$ cat config.mk
export PLATFORM = sky130hd
export DESIGN_NAME = rvx_front_flat
export DESIGN_NICKNAME = d
export VERILOG_FILES = /design/src/rvx_pkg.sv /design/src/rvx_if.sv /design/src/rvx_front.sv /design/src/flat_wrapper.sv
export SDC_FILE = /design/constraint.sdc
export NUM_CORES = 1
export LEC_CHECK = 0
export ABC_AREA = 1
export BUFFER_PORTS_ARGS = -buffer_cell sky130_fd_sc_hd__buf_2
export CAP_MARGIN = 20
export CORE_ASPECT_RATIO = 0.7
export CORE_MARGIN = 2
export CORE_UTILIZATION = 30
export DETAILED_ROUTE_END_ITERATION = 8
export GPL_ROUTABILITY_DRIVEN = 0
export GPL_TIMING_DRIVEN = 1
export HOLD_SLACK_MARGIN = 0.05
export PLACE_DENSITY = 0.54
export SLEW_MARGIN = 40
export SYNTH_ARGS = -nofsm -noshare
export SYNTH_HDL_FRONTEND = slang
export SYNTH_SLANG_ARGS = --single-unit
$ cat constraint.sdc
create_clock -name clk_i -period 8 [get_ports clk_i]
set_input_delay 0.4 -clock clk_i [delete_from_list [all_inputs] [get_ports clk_i]]
set_output_delay 0.4 -clock clk_i [all_outputs]
set_load 0.05 [all_outputs]
$ cat src/rvx_pkg.sv
// ----------------------------------------------------------------------------
// rvx_pkg: shared types and constants of the RV64I execute unit
// Opcodes, the front-to-back request type and default parameter values.
// ----------------------------------------------------------------------------
package rvx_pkg;

  localparam int unsigned XLEN_DEF      = 64;
  localparam int unsigned REG_COUNT_DEF = 32;
  localparam int unsigned QUEUE_DEPTH   = 2;

  localparam logic [6:0] OPC_LUI    = 7'h37;
  localparam logic [6:0] OPC_AUIPC  = 7'h17;
  localparam logic [6:0] OPC_JAL    = 7'h6f;
  localparam logic [6:0] OPC_JALR   = 7'h67;
  localparam logic [6:0] OPC_BRANCH = 7'h63;
  localparam logic [6:0] OPC_OPIMM  = 7'h13;
  localparam logic [6:0] OPC_OP     = 7'h33;
  localparam logic [6:0] OPC_OPIMMW = 7'h1b;
  localparam logic [6:0] OPC_OPW    = 7'h3b;

  localparam logic [6:0] F7_ZERO = 7'h00;
  localparam logic [6:0] F7_ALT  = 7'h20;
  localparam logic [5:0] F6_ZERO = 6'h00;
  localparam logic [5:0] F6_ALT  = 6'h10;

  localparam logic [2:0] F3_ADD  = 3'd0;
  localparam logic [2:0] F3_SLL  = 3'd1;
  localparam logic [2:0] F3_SLT  = 3'd2;
  localparam logic [2:0] F3_SLTU = 3'd3;
  localparam logic [2:0] F3_XOR  = 3'd4;
  localparam logic [2:0] F3_SR   = 3'd5;
  localparam logic [2:0] F3_OR   = 3'd6;
  localparam logic [2:0] F3_AND  = 3'd7;

  localparam logic [2:0] F3_BEQ  = 3'd0;
  localparam logic [2:0] F3_BNE  = 3'd1;
  localparam logic [2:0] F3_BLT  = 3'd4;
  localparam logic [2:0] F3_BGE  = 3'd5;
  localparam logic [2:0] F3_BLTU = 3'd6;
  localparam logic [2:0] F3_BGEU = 3'd7;

  // Instruction class assigned by the front end.
  typedef enum logic [3:0] {
    CLS_BAD    = 4'd0,
    CLS_LUI    = 4'd1,
    CLS_AUIPC  = 4'd2,
    CLS_JAL    = 4'd3,
    CLS_JALR   = 4'd4,
    CLS_BRANCH = 4'd5,
    CLS_OPIMM  = 4'd6,
    CLS_OP     = 4'd7,
    CLS_OPIMMW = 4'd8,
    CLS_OPW    = 4'd9
  } cls_e;

  // Classified request passed through the queue.
  typedef struct packed {
    cls_e        cls;
    logic [31:0] word;
  } dec_t;

endpackage

$ cat src/rvx_if.sv
// ----------------------------------------------------------------------------
// rvx_in_if / rvx_out_if: request channels of the execute unit
// Valid/ready channels for instruction words and execution results.
// ----------------------------------------------------------------------------
interface rvx_in_if;
  logic        valid;
  logic        ready;
  logic [31:0] instruction_word;
  modport source (output valid, output instruction_word, input ready);
  modport sink   (input valid, input instruction_word, output ready);
endinterface


$ cat src/rvx_front.sv
// ----------------------------------------------------------------------------
// rvx_front: instruction classifier
// Accepts instruction words, flags unsupported encodings and queues them.
// ----------------------------------------------------------------------------
module rvx_front (
  input  logic           clk_i,
  input  logic           rst_ni,
  rvx_in_if.sink         in_if,
  output rvx_pkg::dec_t  q_data_o,
  output logic           q_valid_o,
  input  logic           q_pop_i
);

  localparam int unsigned D = rvx_pkg::QUEUE_DEPTH;
  localparam int unsigned AW = (D > 1) ? $clog2(D) : 1;

  rvx_pkg::dec_t  mem_q [D];
  logic [AW-1:0]  wr_q, rd_q;
  logic [AW:0]    cnt_q;
  rvx_pkg::cls_e  cls;
  logic [31:0]    w;
  logic [6:0]     f7;
  logic [2:0]     f3;
  logic           push;

  assign w  = in_if.instruction_word;
  assign f7 = w[31:25];
  assign f3 = w[14:12];

  // Classify the opcode and the reserved function fields.
  always_comb begin
    cls = rvx_pkg::CLS_BAD;
    case (w[6:0])
      rvx_pkg::OPC_LUI:   cls = rvx_pkg::CLS_LUI;
      rvx_pkg::OPC_AUIPC: cls = rvx_pkg::CLS_AUIPC;
      rvx_pkg::OPC_JAL:   cls = rvx_pkg::CLS_JAL;
      rvx_pkg::OPC_JALR: begin
        if (f3 == rvx_pkg::F3_ADD) cls = rvx_pkg::CLS_JALR;
      end
      rvx_pkg::OPC_BRANCH: begin
        if (f3 != rvx_pkg::F3_SLT && f3 != rvx_pkg::F3_SLTU) cls = rvx_pkg::CLS_BRANCH;
      end
      rvx_pkg::OPC_OPIMM: begin
        if (f3 == rvx_pkg::F3_SLL) begin
          if (w[31:26] == rvx_pkg::F6_ZERO) cls = rvx_pkg::CLS_OPIMM;
        end else if (f3 == rvx_pkg::F3_SR) begin
          if (w[31:26] == rvx_pkg::F6_ZERO || w[31:26] == rvx_pkg::F6_ALT)
            cls = rvx_pkg::CLS_OPIMM;
        end else begin
          cls = rvx_pkg::CLS_OPIMM;
        end
      end
      rvx_pkg::OPC_OP: begin
        if (f7 == rvx_pkg::F7_ZERO ||
            (f7 == rvx_pkg::F7_ALT && (f3 == rvx_pkg::F3_ADD || f3 == rvx_pkg::F3_SR)))
          cls = rvx_pkg::CLS_OP;
      end
      rvx_pkg::OPC_OPIMMW: begin
        if (f3 == rvx_pkg::F3_ADD ||
            (f3 == rvx_pkg::F3_SLL && f7 == rvx_pkg::F7_ZERO) ||
            (f3 == rvx_pkg::F3_SR && (f7 == rvx_pkg::F7_ZERO || f7 == rvx_pkg::F7_ALT)))
          cls = rvx_pkg::CLS_OPIMMW;
      end
      rvx_pkg::OPC_OPW: begin
        if ((f7 == rvx_pkg::F7_ZERO &&
             (f3 == rvx_pkg::F3_ADD || f3 == rvx_pkg::F3_SLL || f3 == rvx_pkg::F3_SR)) ||
            (f7 == rvx_pkg::F7_ALT && (f3 == rvx_pkg::F3_ADD || f3 == rvx_pkg::F3_SR)))
          cls = rvx_pkg::CLS_OPW;
      end
      default: cls = rvx_pkg::CLS_BAD;
    endcase
  end

  assign in_if.ready = (cnt_q != (AW+1)'(D));
  assign push        = in_if.valid && in_if.ready;
  assign q_valid_o   = (cnt_q != '0);
  assign q_data_o    = mem_q[rd_q];

  // Queue storage.
  always_ff @(posedge clk_i) begin
    if (push) mem_q[wr_q] <= '{cls: cls, word: w};
  end

  // Queue pointers and fill count.
  always_ff @(posedge clk_i or negedge rst_ni) begin
    if (!rst_ni) begin
      wr_q  <= '0;
      rd_q  <= '0;
      cnt_q <= '0;
    end else begin
      if (push) wr_q <= (wr_q == AW'(D-1)) ? '0 : wr_q + 1'b1;
      if (q_pop_i) rd_q <= (rd_q == AW'(D-1)) ? '0 : rd_q + 1'b1;
      cnt_q <= cnt_q + (AW+1)'(push) - (AW+1)'(q_pop_i);
    end
  end

  a_no_over: assert property (@(posedge clk_i) disable iff (!rst_ni)
    cnt_q <= (AW+1)'(D)) else $error("queue overflow");
  a_pop_valid: assert property (@(posedge clk_i) disable iff (!rst_ni)
    q_pop_i |-> q_valid_o) else $error("pop from empty queue");
  a_full_stall: assert property (@(posedge clk_i) disable iff (!rst_ni)
    (cnt_q == (AW+1)'(D)) |-> !in_if.ready) else $error("ready while full");

endmodule

$ cat src/flat_wrapper.sv
// flat-port wrapper written by rule: the top's interface ports become plain ports
module rvx_front_flat 
  (clk_i, rst_ni, q_data_o, q_valid_o, q_pop_i, in_if_valid, in_if_instruction_word, in_if_ready);
  rvx_in_if in_if_i ();
  input  logic clk_i;
  input  logic rst_ni;
  output rvx_pkg::dec_t q_data_o;
  output logic q_valid_o;
  input  logic q_pop_i;
  input wire logic [$bits(in_if_i.valid)-1:0] in_if_valid;
  input wire logic [$bits(in_if_i.instruction_word)-1:0] in_if_instruction_word;
  output wire logic [$bits(in_if_i.ready)-1:0] in_if_ready;
  assign in_if_i.valid = in_if_valid;
  assign in_if_i.instruction_word = in_if_instruction_word;
  assign in_if_ready = in_if_i.ready;
  rvx_front u_core (.clk_i(clk_i), .rst_ni(rst_ni), .in_if(in_if_i), .q_data_o(q_data_o), .q_valid_o(q_valid_o), .q_pop_i(q_pop_i));
endmodule
# Word-level counts from Yosys, hierarchy flattened
# Memories as Yosys holds them, arrays and structs flattened.
# Index checks and enable logic that the tools add are counted.
# W data, S select, Z words.
[word_totals]
regBits = 4
latchBits = 0
ramBits = 72
rom_bits = 0
input_bits = 36
output_inout_bits = 38
wordCells = 57
n_memories = 1
[classes]
n_addsub = 4
multipliers = 0
div_mod_pow = 0
n_lt_le_gt_ge = 0
n_eq_ne = 16
n_shift = 0
mux = 14
bitwise_logic = 0
n_reduce_logical = 19
[mem_list]
columns = ["name", "depth", "word_bits", "read_ports", "rd_ports_with_merged_regs", "write_ports", "line", "rtl"]
rows = [
  ["u_core.mem_q", 2, 36, 1, 0, 1, "rvx_front.sv:17", "rvx_pkg::dec_t mem_q [D];"],
]
[ops]
columns = ["cell", "count"]
rows = [
  ["$pmux W4 S9", 1],
  ["$eq A7 B6 Y1 const B", 4],
  ["$eq A7 B5 Y1 const B", 3],
  ["$eq A7 B7 Y1 const B", 3],
  ["$mux W3", 6],
  ["$mux W4", 3],
  ["$logic_or A1 B1 Y1", 9],
  ["$logic_not A7 Y1", 1],
  ["$eq A6 B5 Y1 const B", 1],
  ["$logic_and A1 B1 Y1", 6],
  ["$logic_not A6 Y1", 1],
  ["$ne A3 B2 Y1 const B", 2],
  ["$mux W1", 4],
  ["$eq A3 B1 Y1 const B", 1],
  ["$eq A3 B3 Y1 const B", 1],
  ["$logic_not A3 Y1", 1],
  ["$add A1 B1 Y1 const B", 2],
  ["$add A2 B1 Y2", 1],
  ["$ne A2 B2 Y1 const B", 1],
  ["$reduce_bool A2 Y1", 1],
  ["$sub A2 B1 Y2", 1],
]

# Logic depth before layout (Yosys ltp)
# Gate-level depths: netlist of the first run.
[logic_depth]
word_depth = 7
mapped_depth = 7
depth_no_buf = 7

# Worst setup path before layout of the first run
# OpenSTA, ideal clock, no wires.
[synth_timing]
path_kind = "register -> register"
startpoint = "register u_core.cnt_q[1]"
endpoint = "memory u_core.mem_q[1][0] in the netlist's numbering (enable)"
setup_ns = 0.431
arrival_ns = 2.482
t_required_ns = 7.569
setup_slack_ns = 5.087
path_stages_with_launch = 4
n_path_buf = 0
period_less_slack_ns = 2.913
path_cell_list = "dfrtp_1 nand2_1 nand2_1 nor2_1"
[synth_between]
elab_chain_cells = 4
[synth_lines]
columns = ["element", "line", "rtl"]
rows = [
  ["start, declared", "rvx_front.sv:19", "logic [AW:0] cnt_q;"],
  ["start signal, assigned", "rvx_front.sv:93", "cnt_q <= cnt_q + (AW+1)'(push) - (AW+1)'(q_pop_i);"],
  ["$ne A2 B2 Y1", "rvx_front.sv:74", "assign in_if.ready = (cnt_q != (AW+1)'(D));"],
  ["via in_if_ready", "flat_wrapper.sv:12", "output wire logic [$bits(in_if_i.ready)-1:0] in_if_ready;"],
  ["$logic_and A1 B1 Y1", "rvx_front.sv:75", "assign push = in_if.valid && in_if.ready;"],
  ["$mux W1", "rvx_front.sv:81", "if (push) mem_q[wr_q] <= '{cls: cls, word: w};"],
  ["$mux W1 (not written as such)", "rvx_front.sv:81", ""],
  ["end, declared", "rvx_front.sv:17", ""],
]
# The timed path passes the listed nets, and every way through them passes these cells.

==> impl_metrics.yaml, run 1 <==
floorplanning:
  die_area_sq_mm: 0.01194
  start_util: 0.3050
  core_area_sq_mm: 0.01089
  die_x_microns: 129.8
  fp.dieH_microns: 92.04
  ioPinCount: 74
  rows: 32
run_status:
  status: "complete, no violations"
clocking:
  cts_buffer_depth: 2
  cts-root-buf: "clkbuf_16"
  cts.sink_count: 76
  cts_tree: "done"
  clk_pin_slew_worst_paths_ns: 0.05
  h-tree-depth: 3
  cts_buffers: 9
  clock_latency_ns: 0.32
  post_cts_buffers: 0
yosys:
  synth_top_area_frac: 0.6508
  syn_avg_cell_area_sq_um: 15.17
  synth_area_sq_mm: 0.003322
  ys_warn_count: 0
  ys_top_cells_by_area: "edfxtp_1 65%, mux2_4 13%, nand2_1 3.4%"
  ys.flop_type: "edfxtp_1"
  synth_common_cells: "72 x edfxtp_1, 30 x nand2_1, 29 x mux2_4, 19 x nor2_1, 16 x inv_1"
  synth-edff-count: 72
  synth_cell_types: 22
  yosys.area.top_type: "edfxtp_1"
  async_flop_share: 0.05263
  ys_ff_latch: 76
  synthCells: 219
  seq_area_frac_synth: 0.6810
  post-synth-top-count-cell: "edfxtp_1"
  syn_nets: 257
job:
  maxCapViolCount: 0
setup_path:
  cp_slowest_stage_delay_ns: 0.88
  endpoint: "q_data_o[26]"
  path_max_fanout: 37
  slowest_stage: "dfrtp_4"
  r2r_cells: 5
  r2r_slack_ns: 6.29
  reg2reg_to: "u_core.mem_q[1][1]"
  reg2reg_from: "u_core.cnt_q[1]"
  crit_path_start_kind: "flop"
  criticalPathCategory: "reg -> out"
  worstPathRequired_ns: 7.60
  path_cells: "mux2_2 -> buf_2"
  worstSetupPathDepth: 2
  timing.critical_path.buf_inv: 1
  cp-end-kind: "output port"
  crit_start: "u_core.rd_q"
  arrival_ns: 1.85
  critPathTopFamily: "flip-flops"
timing:
  slew_headroom: 0.5306
  maxSlewViolCount: 0
  tightest_slew_ns: 0.7041
  rsz0062_at_grt: "false"
  fin_crit_sh: 0.2813
  hold_viol: 0
  fin_crit_ns: 2.250
  timing.fmax_mhz: 444.4
  setup_tns_ns: 0
  setup_violations: 0
  clock_skew_ns: 0.003362
finish:
  syn2layout_area_growth_pct: 27.16
  postLayoutCellArea_sq_mm: 0.004224
  antenna_cells: 0
  drive_above_1_share: 0.4773
  num-nets-final: 342
route:
  drt.antenna.violating_nets: 0
  post_drt_via_cell_ratio: 4.085
  drcViolationCount: 0
  routed_wl_microns: 6201
  wl_per_cell_microns: 13.45
  drtIter0Drc: 98
  dr.pass1.iters: 4
  via_count: 1883
place:
  placed_area_sq_mm: 0.003963
  dp_hpwl_microns: 4461
  io_buffer_count: 73
global_route:
  grtUsageMet1: 0.1502
  grt_pass1_vias: 1940
  met2_usage: 0.1662
  grt_overflow_total: 0
  grt_pass1_wl_microns: 10010
  grt_use_total: 0.1142
  grt.met3_usage: 0.04959
  antenna_found_initial: 0
  grt_max_degree: 38
  busiest_layer: "met2"
hold_path:
  min_from: "in_if_instruction_word[11]"
  whs_path_depth: 1
  hold_class: "in -> reg"
power:
  irDropWorstVdd_mv: 0.1335
  p_leak_uw: 0.001740
  power_density_mw_per_mm2: 393.8
layer usage:
layer	vias up	wire [microns]
met5	-	0
met2	51	2729
met3	9	410
li1	940	-
met1	883	2982
met4	0	79
power by group:
group / internal [uW] / switching [uW]
combinational: 247 / 451
clock: 207 / 140
sequential: 544 / 74.1
total: 998 / 665
cells in the final DEF, fill, tap and decap left out, types with 2 or more instances in the layout:
| master | synthesis | final |
|---|---|---|
| nand3_2 | 3 | 3 |
| nor2_4 | 1 | 3 |
| xnor2_1 | 2 | 2 |
| mux2_2 | 7 | 7 |
| clkbuf_16 | 0 | 9 |
| nand3_1 | 10 | 10 |
| nor2_1 | 19 | 17 |
| o21ai_0 | 2 | 2 |
| clkbuf_1 | 0 | 3 |
| buf_16 | 0 | 4 |
| buf_2 | 0 | 73 |
| clkinv_2 | 0 | 3 |
| inv_1 | 16 | 16 |
| inv_2 | 6 | 6 |
| nor2_2 | 6 | 6 |
| dfrtp_1 | 4 | 3 |
| mux2_4 | 29 | 29 |
| ha_1 | 2 | 2 |
| nand2_1 | 30 | 30 |
| edfxtp_1 | 72 | 72 |
kinds of logic (layout without fill, tap and decap cells):
logic type      count (synthesis)  in the layout  share of synthesized area
compound gates                  3              3                   0.005274
xor+xnor                        3              3                   0.007911
fa+ha+maj                       2              2                   0.007532
flops                          76             76                     0.6810
buf+inv                        26            115                    0.03842
simple gates                   73             73                     0.1051
mux                            36             36                     0.1548
worst min-delay path by stage:
stage | slack (ns) | to
after floorplan | 0.10 | u_core.cnt_q[0]
after global placement | 0.21 | u_core.cnt_q[1]
after detailed placement | 0.21 | u_core.cnt_q[1]
after CTS | 0.25 | u_core.mem_q[1][8]
after global routing | 0.24 | u_core.mem_q[1][7]
final | 0.26 | u_core.mem_q[1][11]
registers in the layout (all words and copies together) (netlist names):
register,flops
u_core.mem_q,72
u_core.rd_q,1
u_core.cnt_q,2
u_core.wr_q,1
per-stage QoR:
stage	worst slack (ns)	power (uW)	hold WS (ns)	util	cells
after floorplan	5.087	1169	0.1044	-	219
after global placement	5.763	1298	0.2094	0.3535	441
after detailed placement	6.062	1340	0.2104	0.3639	445
after CTS	5.690	1696	0.2451	0.3879	461
after global routing	5.657	1750	0.2445	0.3879	461
final	5.750	1663	0.2613	0.3879	461
worst reg2reg max path, delay by kind of cell, from the launching register on:
family,cells,cell delay [ns]
buffers and inverters,2,0.37
DFF,1,0.40
and+or+nand+nor,3,0.65
final cells by class:
class                   count  area [sq um]
repair buffers             78         485.5
multi-input cells         117         947.2
inverters                  22         82.58
clock inverters             3         15.01
flip-flops and latches     76          2266
fillers                  1069          6666
well taps                 153         191.4
clock buffers              12         236.5
repair_timing:
action,in CTS,in global routing
resized for setup,0,0
hold buffers,1,0
endpoints found under the hold margin,4,0
endpoints found under the setup margin,0,0
Power figures use the tool's default switching activity.
==> run 2: changes to the inputs <==
==> constraint.sdc (replaced) <==
create_clock -name clk_i -period 2.2 [get_ports clk_i]
set_input_delay 0.11 -clock clk_i [delete_from_list [all_inputs] [get_ports clk_i]]
set_output_delay 0.11 -clock clk_i [all_outputs]
set_load 0.05 [all_outputs]
==> run 2 against run 1 <==
Compared with the run above: non-clock buffer count up 33; clock skew is essentially flat; global-route usage increased by 0.49 points; largest power group unchanged; count of clock-buffer cells in the layout shrank 3.
==> impl_metrics.yaml, run 2 (synthesized netlist as in run 1, its figures left out) <==
global_route:
  grt_pass1_vias: 2105
  grt_max_degree: 26
  antenna_found_initial: 0
  grt_overflow_total: 0
  grt_pass1_wl_microns: 10540
  grt_use_total: 0.1191
finish:
  largestRegisters: "u_core.mem_q x72, u_core.cnt_q x2"
  num-nets-final: 375
  drive_above_1_share: 0.4444
  largest_reg_flops: 72
  top_register: "u_core.mem_q"
  antenna_cells: 0
  postLayoutCellArea_sq_mm: 0.004531
  utilization: 0.4160
  final_cell_mix: "73 x buf_2, 72 x edfxtp_1, 32 x dlygate4sd3_1"
  syn2layout_area_growth_pct: 36.38
  final_common_cell: "buf_2"
power:
  p_leak_uw: 0.001879
  irDropWorstVdd_mv: 0.5695
  power_density_mw_per_mm2: 1386
floorplanning:
  die_x_microns: 129.8
  rows: 32
  fp.dieH_microns: 92.04
  die_area_sq_mm: 0.01194
  start_util: 0.3050
  core_area_sq_mm: 0.01089
  ioPinCount: 74
clocking:
  cts_buffers: 9
  post_cts_buffers: 0
  cts_tree: "done"
  h-tree-depth: 3
  cts.sink_count: 76
  ctsResizeCount: 0
  cts-root-buf: "clkbuf_16"
  clk_pin_slew_worst_paths_ns: 0.06
  clock_latency_ns: 0.33
  cts_buffer_depth: 2
timing:
  tightest_slew_ns: 0.4116
  fin_crit_ns: 1.759
  clock_skew_ns: 0.002871
  hold_viol: 0
  slew_headroom: 0.7231
  rsz0062_at_grt: "false"
  timing.fmax_mhz: 568.6
  fin_crit_sh: 0.7994
  setup_violations: 0
  maxSlewViolCount: 0
hold_path:
  hold_class: "in -> reg"
run_status:
  status: "complete, no violations"
setup_path:
  crit_path_start_kind: "flop"
  arrival_ns: 1.65
  path_max_fanout: 23
  worstPathRequired_ns: 2.09
  criticalPathCategory: "reg -> out"
  cp-end-kind: "output port"
route:
  drcViolationCount: 0
  routed_wl_microns: 6558
  dr.pass1.iters: 4
  wl_per_cell_microns: 13.25
  via_count: 2023
  drtIter0Drc: 115
  post_drt_via_cell_ratio: 4.087
  drt.antenna.violating_nets: 0
job:
  maxCapViolCount: 0
place:
  dp_hpwl_microns: 4466
  placed_area_sq_mm: 0.003895
  io_buffer_count: 73
run 2: cell count changes in the layout (fill, tap and decap cells not counted), sizes merged:
cell,before,now
dlygate4sd3,1,32
clkbuf,12,9
buf,77,79
bufinv,0,2
clkinvlp,0,1
inv,22,23
run 2: power by group:
| part | internal [uW] | switching [uW] |
|---|---|---|
| combinational | 854 | 1830 |
| sequential | 1980 | 84.6 |
| clock | 988 | 549 |
| total | 3820 | 2460 |
run 2: per-layer routing:
layer,global-route usage,up-vias,part of all wire
li1,-,1008,-
met1,0.1533,960,0.50
met2,0.1824,49,0.44
met3,0.04959,6,0.050
met4,0.03763,0,0.0090
met5,0,-,0
run 2: worst paths after layout:
path                                            start             endpoint  slack [ns]  cells after the start
max in group asynchronous                      rst_ni          u_core.rd_q        1.95                      2
setup reg to reg                      u_core.cnt_q[1]   u_core.mem_q[1][2]        0.76                      4
min in group asynchronous                      rst_ni      u_core.cnt_q[1]        0.11                      2
hold reg to reg                           u_core.wr_q          u_core.wr_q        0.58                      2
setup / recovery                          u_core.rd_q         q_data_o[19]        0.44                      3
hold / removal             in_if_instruction_word[13]  u_core.mem_q[1][13]        0.07                      1
run 2: per-stage QoR:
| step | setup TNS, ns | setup WS [ns] | power [uW] | std cells | hold WS [ns] |
|---|---|---|---|---|---|
| after global placement | 0 | 0.7611 | 4758 | 447 | -0.07701 |
| final | 0 | 0.4412 | 6280 | 495 | 0.07390 |
| after detailed placement | 0 | 0.7345 | 4774 | 447 | -0.07563 |
| after floorplan | -9.596 | -0.1426 | 4250 | 219 | -0.1856 |
| after CTS | 0 | 0.3956 | 6391 | 495 | 0.05900 |
| after global routing | 0 | 0.3530 | 6575 | 495 | 0.07151 |
run 2: worst max-delay path, stage by stage (launching register included):
cell and delay (ns):
dfrtp_2 0.35, buf_4 0.36, mux2_2 0.39, buf_2 0.21
run 2: timing repair:
| item | 4_1_cts | 5_1_grt |
|---|---|---|
| setup endpoints to repair | 0 | 0 |
| hold buffers | 32 | 0 |
| hold endpoints to repair | 65 | 0 |
run 2: layout make-up:
type                    instances  area, sq um
clock buffers                   9        225.2
well taps                     153        191.4
fillers                      1063         6360
flip-flops and latches         76         2263
repair buffers                111        730.7
multi-input cells             117        947.2
clock inverters                 7        90.09
inverters                      22        82.58
==> run 3: changes to the inputs <==
--- a/config.mk
+++ b/config.mk
@@ -5,7 +5,7 @@
 export SDC_FILE = /design/constraint.sdc
 export NUM_CORES = 1
 export LEC_CHECK = 0
-export ABC_AREA = 1
+export ABC_AREA = 0
 export BUFFER_PORTS_ARGS = -buffer_cell sky130_fd_sc_hd__buf_2
 export CAP_MARGIN = 20
 export CORE_ASPECT_RATIO = 0.7
@@ -15,7 +15,7 @@
 export GPL_ROUTABILITY_DRIVEN = 0
 export GPL_TIMING_DRIVEN = 1
 export HOLD_SLACK_MARGIN = 0.05
-export PLACE_DENSITY = 0.54
+export PLACE_DENSITY = 0.55
 export SLEW_MARGIN = 40
 export SYNTH_ARGS = -nofsm -noshare
 export SYNTH_HDL_FRONTEND = slang
==> constraint.sdc (replaced) <==
create_clock -name clk_i -period 1.7 [get_ports clk_i]
set_input_delay 0.085 -clock clk_i [delete_from_list [all_inputs] [get_ports clk_i]]
set_output_delay 0.085 -clock clk_i [all_outputs]
set_load 0.05 [all_outputs]
==> run 3 against run 2 <==
Compared with the run above: cell count fell by 16%; combinational power rose by 26%; wire length fell by 3.0%; first-iteration DRC count fell by 31%; sequential power rose by 32%; power rose by 29%; global-route usage rose by 0.23 points; die area fell by 8.2%; clock skew rose by 0.0023 ns; final area fell by 4.4%; area after synthesis fell by 8.5%.
==> impl_metrics.yaml, run 3 <==
run_status:
  status: "complete, no violations"
floorplanning:
  die_x_microns: 124.3
  fp.dieH_microns: 88.21
  ioPinCount: 74
  start_util: 0.3114
  core_area_sq_mm: 0.009759
  rows: 30
  die_area_sq_mm: 0.01096
finish:
  postLayoutCellArea_sq_mm: 0.004330
  drive_above_1_share: 0.4913
  largestRegisters: "u_core.mem_q x72, u_core.cnt_q x2"
  largest_reg_flops: 72
  num-nets-final: 322
  syn2layout_area_growth_pct: 42.49
  final_common_cell: "edfxtp_1"
  antenna_cells: 0
  fillers: 888
  top_register: "u_core.mem_q"
  final_cell_mix: "72 x edfxtp_1, 69 x buf_2, 36 x mux2_2"
setup_path:
  r2r_slack_ns: 0.41
  arrival_ns: 1.82
  reg2reg_to: "u_core.mem_q[0][4]"
  worstPathRequired_ns: 1.88
  crit_start: "in_if_instruction_word[6]"
  r2r_cells: 4
  criticalPathCategory: "in -> reg"
  cp-end-kind: "flop"
  crit_path_start_kind: "input pin"
  reg2reg_from: "u_core.cnt_q[1]"
  path_max_fanout: 7
hold_path:
  hold_class: "in -> reg"
  whs_path_depth: 3
  holdPathEnd: "u_core.wr_q"
  min_from: "in_if_valid"
route:
  drt.antenna.violating_nets: 0
  dr.pass1.iters: 5
  drtIter0Drc: 79
  routed_wl_microns: 6363
  drcViolationCount: 0
  via_count: 1838
  post_drt_via_cell_ratio: 4.408
  wl_per_cell_microns: 15.26
yosys:
  syn_avg_cell_area_sq_um: 18.20
  synth_common_cells: "72 x edfxtp_1, 36 x mux2_2, 5 x inv_1, 5 x nand3_1"
  ys_top_cells_by_area: "edfxtp_1 71%, mux2_2 13%, dfrtp_1 3.3%"
  synth_area_sq_mm: 0.003039
  seq_area_frac_synth: 0.7443
  synth_cell_types: 35
  post-synth-top-count-cell: "edfxtp_1"
  synth_top_area_frac: 0.7114
  yosys.area.top_type: "edfxtp_1"
  synthCells: 167
  ys_ff_latch: 76
  syn_nets: 205
  async_flop_share: 0.05263
  synth-edff-count: 72
  ys.flop_type: "edfxtp_1"
  ys_warn_count: 0
clocking:
  cts-root-buf: "clkbuf_16"
  cts_tree: "done"
  cts.sink_count: 76
  cts_buffer_depth: 2
  h-tree-depth: 3
  cts_buffers: 9
  clock_latency_ns: 0.33
  clk_pin_slew_worst_paths_ns: 0.06
global_route:
  grt_overflow_total: 0
  grt_max_degree: 28
  antenna_found_initial: 0
  grt_use_total: 0.1214
  grt_pass1_vias: 1834
  grt_pass1_wl_microns: 9915
power:
  power_uw: 8109
  power.share.switching: 0.3931
  pwr-share-seq: 0.334
  p_leak_uw: 0.001623
  power_frac_comb: 0.419
  irDropWorstVdd_mv: 0.8605
  power_density_mw_per_mm2: 1873
  internal_power_uw: 4922
  p_clk_frac: 0.247
  p_switching_uw: 3187
timing:
  slew_headroom: 0.7553
  setup_slack_ns: 0.05928
  setup_tns_ns: 0
  rsz0062_at_grt: "false"
  tightest_slew_ns: 0.3578
  hold_viol: 0
  fin_crit_sh: 0.9651
  maxSlewViolCount: 0
  clock_skew_ns: 0.005180
  fin_crit_ns: 1.641
  setup_violations: 0
  timing.fmax_mhz: 609.5
place:
  preCtsSetupSlack_ns: 0.1986
  io_buffer_count: 73
  dp_hpwl_microns: 4072
  placed_area_sq_mm: 0.003656
job:
  maxCapViolCount: 0
run 3: final cells by class:
cell class                 instances  area [sq um]  share of cell area
inverter                           5         18.77            0.004334
tap                              128         160.2             0.03698
clock buffer                      10         229.0             0.05288
multi-input combinational         81         774.5              0.1789
clock inverter                     6         88.84             0.02051
timing repair buffer             111         793.3              0.1832
sequential                        76          2266              0.5233
run 3: cells by family (layout without fill, tap and decap cells):
kind of cell	count (synthesis)	after routing	synth area share
DFF	76	76	0.7443
muxes	37	37	0.1367
and+or+nand+nor	26	26	0.05434
AOI/OAI and AO/OA	11	11	0.02799
buffers and inverters	10	132	0.01400
xor gates and xnor gates	5	5	0.01441
adders and majority gates	2	2	0.008233
run 3: worst max path at each step:
stage / depth (start not counted) / slack [ns] / to
final: 6 / 0.06 / u_core.mem_q[1][32]
after global routing: 3 / 0.006 / q_data_o[17]
after CTS: 6 / 0.0008 / u_core.mem_q[1][35]
after detailed placement: 5 / 0.20 / u_core.mem_q[1][35]
after global placement: 5 / 0.24 / u_core.mem_q[0][32]
after floorplan: 3 / 0.03 / u_core.mem_q[0][0]
run 3: critical path, stage by stage:
cell and delay (ns):
dlygate4sd3_1 0.53, buf_2 0.16, or4bb_4 0.55, nor3_4 0.21
nand4b_1 0.14, a21oi_2 0.16
run 3: through the flow:
step / instances / hold slack [ns] / utilization
final: 417 / 0.07390 / 0.4437
after floorplan: 167 / -0.2106 / -
after global placement: 369 / -0.09669 / 0.3746
after detailed placement: 369 / -0.09951 / 0.3746
after CTS: 420 / 0.05936 / 0.4428
after global routing: 417 / 0.08610 / 0.4437
run 3: per-layer routing:
layer  GRT usage  share of wire  up-vias
met2      0.1838           0.45       63
li1            -              -      890
met1      0.1605           0.49      881
met4     0.04290         0.0053        0
met5           0              0        -
met3     0.04837          0.055        4
run 3: power groups by stage:
stage,clock network (uW),logic (uW),registers (uW)
floorplan,0,2490,2690
global placement,0,3290,2770
detailed placement,0,3300,2780
CTS,2080,3440,2720
global route,2160,3570,2750
finish,2000,3390,2710
run 3: repair_timing:
item	4_1_cts	5_1_grt
hold buffers	33	0
resized for setup	1	5
setup endpoints to repair	27	8
pin swaps	0	5
hold endpoints to repair	67	0
setup buffers	2	0
